<file path="config.mk">
export PLATFORM = sky130hd
export DESIGN_NAME = cz2x_queue
export DESIGN_NICKNAME = d
export VERILOG_FILES = /design/src/rtl/cz2x_pkg.sv /design/src/rtl/cz2x_queue.sv
export SDC_FILE = /design/constraint.sdc
export NUM_CORES = 1
export LEC_CHECK = 0
export BUFFER_PORTS_ARGS = -buffer_cell sky130_fd_sc_hd__buf_2
export CAP_MARGIN = 20
export CORE_MARGIN = 2
export CORE_UTILIZATION = 40
export DETAILED_ROUTE_END_ITERATION = 7
export GPL_ROUTABILITY_DRIVEN = 0
export PLACE_DENSITY = 0.73
export SYNTH_ARGS = -nofsm -noshare
export SYNTH_HDL_FRONTEND = slang
export SYNTH_SLANG_ARGS = --single-unit
</file>
<file path="constraint.sdc">
create_clock -name clock -period 5.4 [get_ports clock]
set_clock_uncertainty 0.15 [all_clocks]
set_input_delay 1.08 -clock clock [delete_from_list [all_inputs] [get_ports clock]]
set_output_delay 1.08 -clock clock [all_outputs]
set_load 0.005 [all_outputs]
</file>
<file path="src/rtl/cz2x_pkg.sv">
`default_nettype none

package cz2x_pkg;

   // line store depth, widest supported frame
   localparam int MAX_DIM = 2048;
   localparam int IDX_W   = $clog2(MAX_DIM);

   // register and coordinate widths
   localparam int CFG_W   = 12;
   localparam int CSR_A_W = 3;
   localparam int PIX_W   = 24;
   localparam int CH_W    = 8;

   // depth of the job queue between front and back
   localparam int QDEPTH  = 2;
   localparam int QPTR_W  = $clog2(QDEPTH);
   localparam int QCNT_W  = $clog2(QDEPTH + 1);

   // register indexes
   localparam logic [CSR_A_W-1:0] REG_IMAGE_WIDTH  = 3'd0;
   localparam logic [CSR_A_W-1:0] REG_IMAGE_HEIGHT = 3'd1;
   localparam logic [CSR_A_W-1:0] REG_WIN_LEFT     = 3'd2;
   localparam logic [CSR_A_W-1:0] REG_WIN_RIGHT    = 3'd3;
   localparam logic [CSR_A_W-1:0] REG_WIN_TOP      = 3'd4;
   localparam logic [CSR_A_W-1:0] REG_WIN_BOTTOM   = 3'd5;
   localparam logic [CSR_A_W-1:0] REG_COLOR_MODE   = 3'd6;

   typedef struct packed {
      logic            start_of_frame;
      logic [CH_W-1:0] red;
      logic [CH_W-1:0] green;
      logic [CH_W-1:0] blue;
   } req_type;

   typedef struct packed {
      logic [CFG_W-1:0] out_row;
      logic [CFG_W-1:0] out_col;
      logic [CH_W-1:0]  out_red;
      logic [CH_W-1:0]  out_green;
      logic [CH_W-1:0]  out_blue;
      logic             last_of_run;
   } rsp_type;

   // configuration register set
   typedef struct packed {
      logic [CFG_W-1:0] image_width;
      logic [CFG_W-1:0] image_height;
      logic [CFG_W-1:0] win_left;
      logic [CFG_W-1:0] win_right;
      logic [CFG_W-1:0] win_top;
      logic [CFG_W-1:0] win_bottom;
      logic             color_mode;
   } cfg_type;

   // one window pixel with all the values its results need
   typedef struct packed {
      logic [CFG_W-1:0] row;
      logic [CFG_W-1:0] col;
      logic             has_up;
      logic             has_left;
      logic [PIX_W-1:0] px_diag;
      logic [PIX_W-1:0] px_up;
      logic [PIX_W-1:0] px_left;
      logic [PIX_W-1:0] px_cur;
   } job_type;

   // per channel truncated mean, red in the low byte
   function automatic logic [PIX_W-1:0] px_mean(input logic [PIX_W-1:0] a,
                                                 input logic [PIX_W-1:0] b);
      logic [PIX_W-1:0] res;
      logic [CH_W:0]    sum;
      res = '0;
      for (int k = 0; k < 3; k++) begin
         sum = {1'b0, a[k*CH_W +: CH_W]} + {1'b0, b[k*CH_W +: CH_W]};
         res[k*CH_W +: CH_W] = sum[CH_W:1];
      end
      return res;
   endfunction

endpackage

`default_nettype wire

</file>
<file path="src/rtl/cz2x_queue.sv">
`default_nettype none

module cz2x_queue (
   input  wire logic             clock,
   input  wire logic             reset,
   input  wire logic             push_valid,
   output logic                  push_ready,
   input  wire cz2x_pkg::job_type push_data,
   output logic                  head_valid,
   input  wire logic             pop,
   output cz2x_pkg::job_type     head_data
);

   cz2x_pkg::job_type           slot_ff [cz2x_pkg::QDEPTH];
   logic [cz2x_pkg::QPTR_W-1:0] wr_ptr_ff, rd_ptr_ff;
   logic [cz2x_pkg::QCNT_W-1:0] count_ff;
   logic                        do_push, do_pop;

   always_comb begin
      push_ready = (count_ff != cz2x_pkg::QCNT_W'(cz2x_pkg::QDEPTH));
      head_valid = (count_ff != '0);
      head_data  = slot_ff[rd_ptr_ff];
      do_push    = push_valid && push_ready;
      do_pop     = pop && head_valid;
   end

   // pointers and fill level
   always_ff @(posedge clock) begin
      if (reset) begin
         wr_ptr_ff <= '0;
         rd_ptr_ff <= '0;
         count_ff  <= '0;
      end else begin
         if (do_push) begin
            wr_ptr_ff <= (32'(wr_ptr_ff) == cz2x_pkg::QDEPTH - 1) ? '0 : wr_ptr_ff + 1'b1;
         end
         if (do_pop) begin
            rd_ptr_ff <= (32'(rd_ptr_ff) == cz2x_pkg::QDEPTH - 1) ? '0 : rd_ptr_ff + 1'b1;
         end
         if (do_push && !do_pop) begin
            count_ff <= count_ff + 1'b1;
         end else if (do_pop && !do_push) begin
            count_ff <= count_ff - 1'b1;
         end
      end
   end

   // job slots
   always_ff @(posedge clock) begin
      if (do_push) begin
         slot_ff[wr_ptr_ff] <= push_data;
      end
   end

endmodule

`default_nettype wire

</file>
==> metrics.txt <==
clock buffer depth=3; synth cell count leaders=edfxtp_1 (244), mux2_4 (80), mux2_2 (42); clk_lat worst skew=around 0.52 ns; Post-CTS Setup Inserts=0; I/O pin count=250; Leakage=0.00452 µW; Crit path largest cell delay=a little over 0.7 ns; Req. time, crit path=~4.2 ns; critical-path cell list=buf_4, mux2_2, buf_2; first-pass GRT wire length=between 20000 and 30000 µm; area of the multi-input gates=1800 µm²; HPWL Detailed=11700 µm; number of cell rows=55; CTS tree=done; dominant cell type by area after synthesis=edfxtp_1; cells on worst reg2reg path=3; 1st-iter DRT viols=225; RR Endpoint=slot_ff[1][61]; Post-CTS Resized=0; Worst-path clk slew=0.06 ns; # DRC=0; Clock Sinks=about 250; Critical Path End Type=output pin; Congestion Overflow GR=0; IO buf count=249; fillcell total=1817; Period minus WS final=3.40 ns; CP Data Arrival Time=2.17 ns; max frequency=between 0.2 and 0.3 GHz; post-route ant nets=0; final hold violations=0; design area=approximately 12000 µm²; synthesis warning total=0; Final Setup Violations=0; worst reg2reg startpoint=count_ff[0]; mean routed wirelength per cell=approximately 17 µm; maximum VDD drop=between 300 and 400 µV; Synth async-reset ratio=0%; CP Buf/Inv Count=2; number of diodes=0; syn_area_per_cell=roughly 23 µm²; largest net degree at the start of global routing=83; Synth Net Count=531; Hold Startpoint=rd_ptr_ff; area delta synth->final=25.5%; starting density of the core=41.1%; power per standard cell area=approximately 460 nW/µm²; vias in the first global route=5015; Worst setup SP type=register; Die Span X=157 µm; status=finished, final reports clean; core area=22800 µm²; post-synth top area share=78.3%; Die Span Y=157 µm; Crit Path Max Fanout=between 50 and 60; Crit path max-delay family=buffers and inverters; register bit total from synthesis=249; MaxCap Viol Count=0; GRT Total Usage=13.5%; Mapped Cells=between 400 and 500; Post-Synth Adder-Cell Area=0.134%; Pre-antenna DRT Iters=4; largest family of logic cells by synthesized area=multiplexers; WL final=about 17000 µm; final setup TNS=0 ns; number of cells on the worst hold path=2; Post-synth EDFFs=approximately 240; unrepaired setup endpoints after global routing=no; initial antenna violation count=1; Slew HR=37.1%; area fraction in compound gates after synthesis=0.321%; Root Buffer=clkbuf_16; synthesized area=9360 µm²; area share of and/or/nand/nor cells after synthesis=0.535%; multiplexer share of the synthesized area=17.9%; fin. max-slew vios=0; top cells by area in the synthesized netlist=edfxtp_1 (78%), mux2_4 (13%), mux2_2 (5.1%), buf_6 (1.1%), dfxtp_1 (1.1%); type of the worst min-delay path=reg2reg; CTS Buf Count=26; Synth cell types=20; fraction of layout cells with a size suffix above 1=60.7%; routed vias=4669; placed cell areas=10900 µm²; R2R Setup Slk=approximately 2.8 ns; drt via density=between 4 and 5; Hold Buf Count CTS=0; Setup CP Type=reg2out; sequential-to-total area share from yosys stat=79.3%; nets=801; Slowest-stage cell, CP=buf_4; fin crit share=63.0%; FF/Latch Area=7430 µm²; ys flop type=edfxtp_1; top-count cell post-synth=edfxtp_1; slew of the pin with the lowest slew margin=0.944 ns; Post-Synth XOR/XNOR Area=less than 1%; H-tree level count=1; die footprint=24600 µm²
flip-flops by register name (all words and copies together) (netlist names), named ones only:
name and flops:
wr_ptr_ff 1, rd_ptr_ff 1, slot_ff 244, count_ff 2
area by class of cell:
| type | instances | share of cell area [%] |
|---|---|---|
| Multi-Input combinational cell | 140 | 15.3 |
| Clock buffer | 30 | 5.85 |
| Clock inverter | 16 | 0.863 |
| Timing Repair Buffer | 256 | 11.3 |
| Sequential cell | 249 | 63.3 |
| Tap cell | 313 | 3.33 |
| Inverter | 1 | 0.0533 |
power by group:
group / switching, µW / internal [µW] / total (µW) / leakage (µW)
logic: 589 / 689 / 1280 / 0.00181
registers: 66.0 / 2420 / 2480 / 0.00232
clock network: 689 / 952 / 1640 / 0.000395
total: 1340 / 4060 / 5400 / 0.00452
through the flow:
stage                     hold slack [ns]  std cells  util, %  power, µW  worst slack [ns]
final                               0.365       1005     51.6       5400              2.00
after global routing                0.396       1005     51.6       5640              1.87
after CTS                           0.372       1004     51.4       5460              1.95
after detailed placement            0.358        958     48.0       3810              2.24
after global placement              0.334        958     48.0       3760              2.35
after floorplan                     0.321        404        -       3370             0.812
worst min-delay path, delay by kind of cell (launching register included):
family	cells	cell delay, ns
AND/OR/NAND/NOR	1	0.07
flip-flops	1	0.33
XOR/XNOR	1	0.08
cells by family after synthesis:
group | after synthesis
flops | 249
simple gates | 9
mux | 122
fa+ha+maj | 1
buf+inv | 15
xor+xnor | 3
compound gates | 5
worst max-delay path by stage:
stage,from,depth (start not counted),slack [ns],end
after floorplan,push_valid,1,0.81,slot_ff[1][0]
after global placement,push_valid,4,2.35,slot_ff[0][43]
after detailed placement,push_valid,4,2.24,slot_ff[0][42]
after CTS,register,3,1.95,head_data[15]
after global routing,register,3,1.87,head_data[101]
final,register,3,2.00,head_data[101]
layer usage:
layer	track usage [%]	vias to the layer above	part of all wire, %
met3	4.05	42	7.8
met4	4.33	2	2.6
met5	0	-	0.074
met1	15.6	2299	40
met2	24.1	177	50
li1	-	2149	-
cells in the final DEF (no fill, tap or decap), drive strengths merged, types with 2 or more instances in the layout:
cell type  count
edfxtp       244
o21ai          2
mux2         122
clkinv        15
a21oi          2
dfxtp          5
clkbuf        30
xor2           3
buf          256
nor2           3
Note: power is estimated with default switching activity, not from simulation.
