## src/rtl/cz2x_pkg.sv

```systemverilog
`default_nettype none

package cz2x_pkg;

   // line store depth, widest supported frame
   localparam int MAX_DIM = 2048;
   localparam int IDX_W   = $clog2(MAX_DIM);

   // register and coordinate widths
   localparam int CFG_W   = 12;
   localparam int CSR_A_W = 3;
   localparam int PIX_W   = 24;
   localparam int CH_W    = 8;

   // depth of the job queue between front and back
   localparam int QDEPTH  = 2;
   localparam int QPTR_W  = $clog2(QDEPTH);
   localparam int QCNT_W  = $clog2(QDEPTH + 1);

   // register indexes
   localparam logic [CSR_A_W-1:0] REG_IMAGE_WIDTH  = 3'd0;
   localparam logic [CSR_A_W-1:0] REG_IMAGE_HEIGHT = 3'd1;
   localparam logic [CSR_A_W-1:0] REG_WIN_LEFT     = 3'd2;
   localparam logic [CSR_A_W-1:0] REG_WIN_RIGHT    = 3'd3;
   localparam logic [CSR_A_W-1:0] REG_WIN_TOP      = 3'd4;
   localparam logic [CSR_A_W-1:0] REG_WIN_BOTTOM   = 3'd5;
   localparam logic [CSR_A_W-1:0] REG_COLOR_MODE   = 3'd6;

   typedef struct packed {
      logic            start_of_frame;
      logic [CH_W-1:0] red;
      logic [CH_W-1:0] green;
      logic [CH_W-1:0] blue;
   } req_type;

   typedef struct packed {
      logic [CFG_W-1:0] out_row;
      logic [CFG_W-1:0] out_col;
      logic [CH_W-1:0]  out_red;
      logic [CH_W-1:0]  out_green;
      logic [CH_W-1:0]  out_blue;
      logic             last_of_run;
   } rsp_type;

   // configuration register set
   typedef struct packed {
      logic [CFG_W-1:0] image_width;
      logic [CFG_W-1:0] image_height;
      logic [CFG_W-1:0] win_left;
      logic [CFG_W-1:0] win_right;
      logic [CFG_W-1:0] win_top;
      logic [CFG_W-1:0] win_bottom;
      logic             color_mode;
   } cfg_type;

   // one window pixel with all the values its results need
   typedef struct packed {
      logic [CFG_W-1:0] row;
      logic [CFG_W-1:0] col;
      logic             has_up;
      logic             has_left;
      logic [PIX_W-1:0] px_diag;
      logic [PIX_W-1:0] px_up;
      logic [PIX_W-1:0] px_left;
      logic [PIX_W-1:0] px_cur;
   } job_type;

   // per channel truncated mean, red in the low byte
   function automatic logic [PIX_W-1:0] px_mean(input logic [PIX_W-1:0] a,
                                                 input logic [PIX_W-1:0] b);
      logic [PIX_W-1:0] res;
      logic [CH_W:0]    sum;
      res = '0;
      for (int k = 0; k < 3; k++) begin
         sum = {1'b0, a[k*CH_W +: CH_W]} + {1'b0, b[k*CH_W +: CH_W]};
         res[k*CH_W +: CH_W] = sum[CH_W:1];
      end
      return res;
   endfunction

endpackage

`default_nettype wire

```

## src/rtl/cz2x_back.sv

```systemverilog
`default_nettype none

module cz2x_back (
   input  wire logic             clock,
   input  wire logic             reset,
   input  wire logic             head_valid,
   input  wire cz2x_pkg::job_type head_data,
   output logic                  pop,
   output logic                  rsp_valid,
   input  wire logic             rsp_ready,
   output cz2x_pkg::rsp_type     rsp_data
);

   // result order within one window pixel
   localparam logic [1:0] PH_DIAG = 2'd0;
   localparam logic [1:0] PH_UP   = 2'd1;
   localparam logic [1:0] PH_LEFT = 2'd2;
   localparam logic [1:0] PH_CUR  = 2'd3;

   logic [1:0]                 phase_ff, phase_in, sel;
   logic                       rsp_valid_ff, rsp_valid_in, load;
   cz2x_pkg::rsp_type          rsp_ff, rsp_in;
   logic [cz2x_pkg::CFG_W-1:0] row_even, col_even, row_odd, col_odd;

   // next result still owed by the head job
   always_comb begin
      priority if (phase_ff == PH_DIAG && head_data.has_up && head_data.has_left) begin
         sel = PH_DIAG;
      end else if ((phase_ff == PH_DIAG || phase_ff == PH_UP) && head_data.has_up) begin
         sel = PH_UP;
      end else if (phase_ff != PH_CUR && head_data.has_left) begin
         sel = PH_LEFT;
      end else begin
         sel = PH_CUR;
      end
   end

   // result build
   always_comb begin
      row_even = cz2x_pkg::CFG_W'({head_data.row, 1'b0});
      col_even = cz2x_pkg::CFG_W'({head_data.col, 1'b0});
      row_odd  = row_even - 1'b1;
      col_odd  = col_even - 1'b1;
      rsp_in.last_of_run = 1'b0;
      unique case (sel)
         PH_DIAG: begin
            rsp_in.out_row = row_odd;
            rsp_in.out_col = col_odd;
            {rsp_in.out_blue, rsp_in.out_green, rsp_in.out_red} = head_data.px_diag;
         end
         PH_UP: begin
            rsp_in.out_row = row_odd;
            rsp_in.out_col = col_even;
            {rsp_in.out_blue, rsp_in.out_green, rsp_in.out_red} = head_data.px_up;
         end
         PH_LEFT: begin
            rsp_in.out_row = row_even;
            rsp_in.out_col = col_odd;
            {rsp_in.out_blue, rsp_in.out_green, rsp_in.out_red} = head_data.px_left;
         end
         default: begin
            rsp_in.out_row     = row_even;
            rsp_in.out_col     = col_even;
            rsp_in.last_of_run = 1'b1;
            {rsp_in.out_blue, rsp_in.out_green, rsp_in.out_red} = head_data.px_cur;
         end
      endcase
   end

   // output register load and queue pop
   always_comb begin
      load         = head_valid && (!rsp_valid_ff || rsp_ready);
      pop          = load && (sel == PH_CUR);
      rsp_valid_in = load || (rsp_valid_ff && !rsp_ready);
      phase_in     = phase_ff;
      if (load) begin
         phase_in = (sel == PH_CUR) ? PH_DIAG : sel + 1'b1;
      end
   end

   always_ff @(posedge clock) begin
      if (reset) begin
         phase_ff     <= PH_DIAG;
         rsp_valid_ff <= 1'b0;
      end else begin
         phase_ff     <= phase_in;
         rsp_valid_ff <= rsp_valid_in;
      end
   end

   always_ff @(posedge clock) begin
      if (load) begin
         rsp_ff <= rsp_in;
      end
   end

   assign rsp_valid = rsp_valid_ff;
   assign rsp_data  = rsp_ff;

endmodule

`default_nettype wire

```

## config.mk

```make
export PLATFORM = sky130hd
export DESIGN_NAME = cz2x_back
export DESIGN_NICKNAME = d
export VERILOG_FILES = /design/src/rtl/cz2x_pkg.sv /design/src/rtl/cz2x_back.sv
export SDC_FILE = /design/constraint.sdc
export NUM_CORES = 1
export LEC_CHECK = 0
export CAP_MARGIN = 20
export CORE_AREA = 2 2 85 66
export DETAILED_ROUTE_END_ITERATION = 12
export DIE_AREA = 0 0 87 68
export DONT_BUFFER_PORTS = 1
export PLACE_DENSITY = 0.72
export SKIP_LAST_GASP = 1
export SLEW_MARGIN = 40
export SYNTH_ARGS = -nofsm -noshare
export SYNTH_HDL_FRONTEND = slang
export SYNTH_SLANG_ARGS = --single-unit
```

## constraint.sdc

```tcl
create_clock -name clock -period 2.35 [get_ports clock]
set_input_delay 0 -clock clock [delete_from_list [all_inputs] [get_ports clock]]
set_output_delay 0 -clock clock [all_outputs]
set_load 0.1 [all_outputs]
```

==> metrics.yaml <==
outcome: "complete, but fails checks"
violations: "negative hold slack"
area_growth_pct: 56.2
synth_seq_cells: 52
drive_gt1_share_pct: 15.3
synth.net_count: 401
synth_area_per_cell_um2: 11.1
nNetsFinal: 512
critPathMaxStageDelay_ns: 0.44
p_leak_nw: 1.86
rsz0062_at_grt: "false"
coreArea_mm2: 0.00515
synth_top_family_by_area: "compound AO/OA/AOI/OAI gates"
io_buffers: 0
clk_pin_slew_ns: 0.10
crit_path_end_kind: "flip-flop"
vdd_drop_max_mv: 0.540
cts-root-buf: "clkbuf_8"
vias: 3090
std_cell_rows: 23
yosysSeqAreaShare_pct: 51.7
min_period_ns: 2.23
grt_pass1_wl_mm: 14.7
wl_per_cell_um: 26.7
io_pins: 177
syn-instance-count: 268
diodes: 0
ys_warn_count: 0
syn_area_mm2: 0.00296
timing.rr.end: "rsp_data[43]$_DFFE_PP_"
synth_xor_area_share_pct: 0.591
crit_path_max_fanout: 14
path_class: "flip-flop to flip-flop"
max_slew_margin_pct: 38.8
fin_crit_sh_pct: 95.0
gr-total-overflow: 0
synth_edf_count: 49
synth-compound-area-share_pct: 16.1
r2r-start: "phase_ff[1]$_SDFFE_PP0P_"
synth.largest_area_cell: "edfxtp_1"
dp_hpwl_mm: 5.50
cp_top_family: "simple AND/OR/NAND/NOR gates"
drc: 0
holdPathEnd: "rsp_data[13]$_DFFE_PP_"
gp_congestion: 0.872
pre_cts_ws_ns: 0.213
hold_viol: 2
drv_cap: 0
die_y_um: 68
fin_setup_tns_ns: 0
worst_pin_slew_ns: 0.920
crit_path_start_kind: "flip-flop"
grt_antenna_before_repair: 0
hold_class: "input port to flip-flop"
die_w_um: 87
timing.hold.ws_ns: -0.00527
async_flop_share_pct: 0
dp_cells: 338
synthTopCellsByCount: "49 x edfxtp_1, 33 x inv_1, 27 x mux2i_1, 24 x a222oi_1, 19 x nand2_1"
synth-simple-area-share_pct: 12.5
holdPathStages: 2
worstPathArrival_ns: 2.28
instances_no_fill: 442
first_iter_violations: 454
setup_violations: 0
vias_per_cell: 6.99
synth_cell_types: 44
drtPass1Iterations: 6
p_per_area_mw_per_mm2: 678
synth_area_leaders: "edfxtp_1 50%, mux2i_1 9.1%, a222oi_1 8.1%"
critPathRequiredTime_ns: 2.40
clockBufferDepth: 2
grt_usage_pct: 33.9
ff2ff_setup_slack_ns: 0.12
setup_ws_ns: 0.116
cts_tree: "yes"
cts_buffers: 5
yosysTopAreaCellShare_pct: 49.6
synth.most_common_cell: "edfxtp_1"
wirelength_mm: 11.8
muxShareOfSynthArea_pct: 9.12
worst_path_max_delay_cell: "or2_2"
fin_total_pwr_w: 0.00314
path_cells: "o21ai_1 -> nand2_2 -> ha_2 -> or2_2 -> nor4_1 -> o32ai_1"
drv_slew: 0
cts.sinks: 52
reg2reg_depth: 6
h-tree-depth: 2
ant_nets: 0
first_global_vias: 2754
finalClockSkew_ns: 0.00675
worstPathBufferInverterCount: 0
initial_core_util_pct: 57.5
hold_start: "head_data[84]"
final_core_util_pct: 89.9
fmax_ghz: 0.448
clk_latency_ns: 0.32
synthFlopType: "edfxtp_1"
dieArea_mm2: 0.00592
synth_fa_ha_area_share_pct: 2.95
grt_max_degree: 30
[per-layer routing]
| metal | part of all wire, % | global-route usage, % | vias to the layer above |
|---|---|---|---|
| met3 | 11 | 11.6 | 37 |
| met2 | 51 | 57.4 | 285 |
| met5 | 0 | 0 | - |
| met4 | 2.6 | 16.4 | 0 |
| li1 | - | - | 1248 |
| met1 | 35 | 38.9 | 1520 |
[state kept, by name, indices dropped and copies added, names as in the netlist]
register and cells:
phase_ff 2, rsp_valid 1, rsp_data 49
[logic make-up after synthesis]
logic type               Yosys count
AO/OA/AOI/OAI                     62
buffers and inverters             48
flip-flops                        52
multiplexers                      27
AND/OR/NAND/NOR                   70
adder cells (fa/ha/maj)            7
XOR/XNOR                           2
[power by group]
| group | internal, W | switching (W) | total, W |
|---|---|---|---|
| sequential | 0.00113 | 0.000329 | 0.00146 |
| combinational | 0.000416 | 0.000620 | 0.00104 |
| clock | 0.000316 | 0.000324 | 0.000639 |
[final cells by class]
| class | instances | area [µm²] |
|---|---|---|
| flip-flops and latches | 52 | 1530 |
| clock inverters | 3 | 42.5 |
| repair buffers | 119 | 1530 |
| multi-input cells | 168 | 1250 |
| inverters | 33 | 128 |
| fillers | 203 | 520 |
| clock buffers | 5 | 68.8 |
| well taps | 62 | 77.6 |
[worst max-delay path by stage]
stage                                  end                startpoint  depth (start not counted)  slack [ns]
global placement    rsp_data[47]$_DFFE_PP_  phase_ff[1]$_SDFFE_PP0P_                          6        0.32
floorplan            rsp_data[0]$_DFFE_PP_      rsp_valid$_SDFF_PP0_                          3        0.25
global route        rsp_data[11]$_DFFE_PP_  phase_ff[0]$_SDFFE_PP0P_                          7        0.03
CTS                 rsp_data[11]$_DFFE_PP_  phase_ff[1]$_SDFFE_PP0P_                          6        0.12
finish              rsp_data[43]$_DFFE_PP_  phase_ff[1]$_SDFFE_PP0P_                          6        0.12
detailed placement  rsp_data[42]$_DFFE_PP_  phase_ff[1]$_SDFFE_PP0P_                          7        0.21
[stage by stage]
step / instance area [µm²] / hold WS (ns)
after detailed placement: 3350 / 0.0643
final: 4630 / -0.00527
after floorplan: 2970 / 0.0617
after CTS: 4300 / 0.000362
after global routing: 4630 / 0.0177
after global placement: 3040 / 0.0648
[layout by cell type, fill, tap and decap left out, types with 3 or more instances in the layout]
cell / synthesis / layout
dlygate4sd3_1: 0 / 83
edfxtp_1: 49 / 49
inv_1: 33 / 32
mux2i_1: 27 / 27
a222oi_1: 24 / 24
nand2_1: 19 / 18
o21ai_0: 17 / 16
nor2_1: 14 / 14
clkbuf_16: 0 / 10
buf_16: 0 / 10
buf_4: 1 / 9
nor3_1: 6 / 6
buf_8: 0 / 6
nand3_1: 5 / 5
a21oi_1: 5 / 5
clkbuf_8: 0 / 5
nand2b_1: 3 / 3
nor2b_1: 3 / 3
or2_2: 3 / 3
or3_1: 3 / 3
ha_1: 7 / 3
ha_2: 0 / 3
[what timing repair did]
action,in CTS,in global routing
buffers inserted,0,1
gates resized for setup,0,7
setup endpoints to repair,0,4
hold buffers,83,0
hold endpoints to repair,50,0
(Power assumes the default switching activity.)
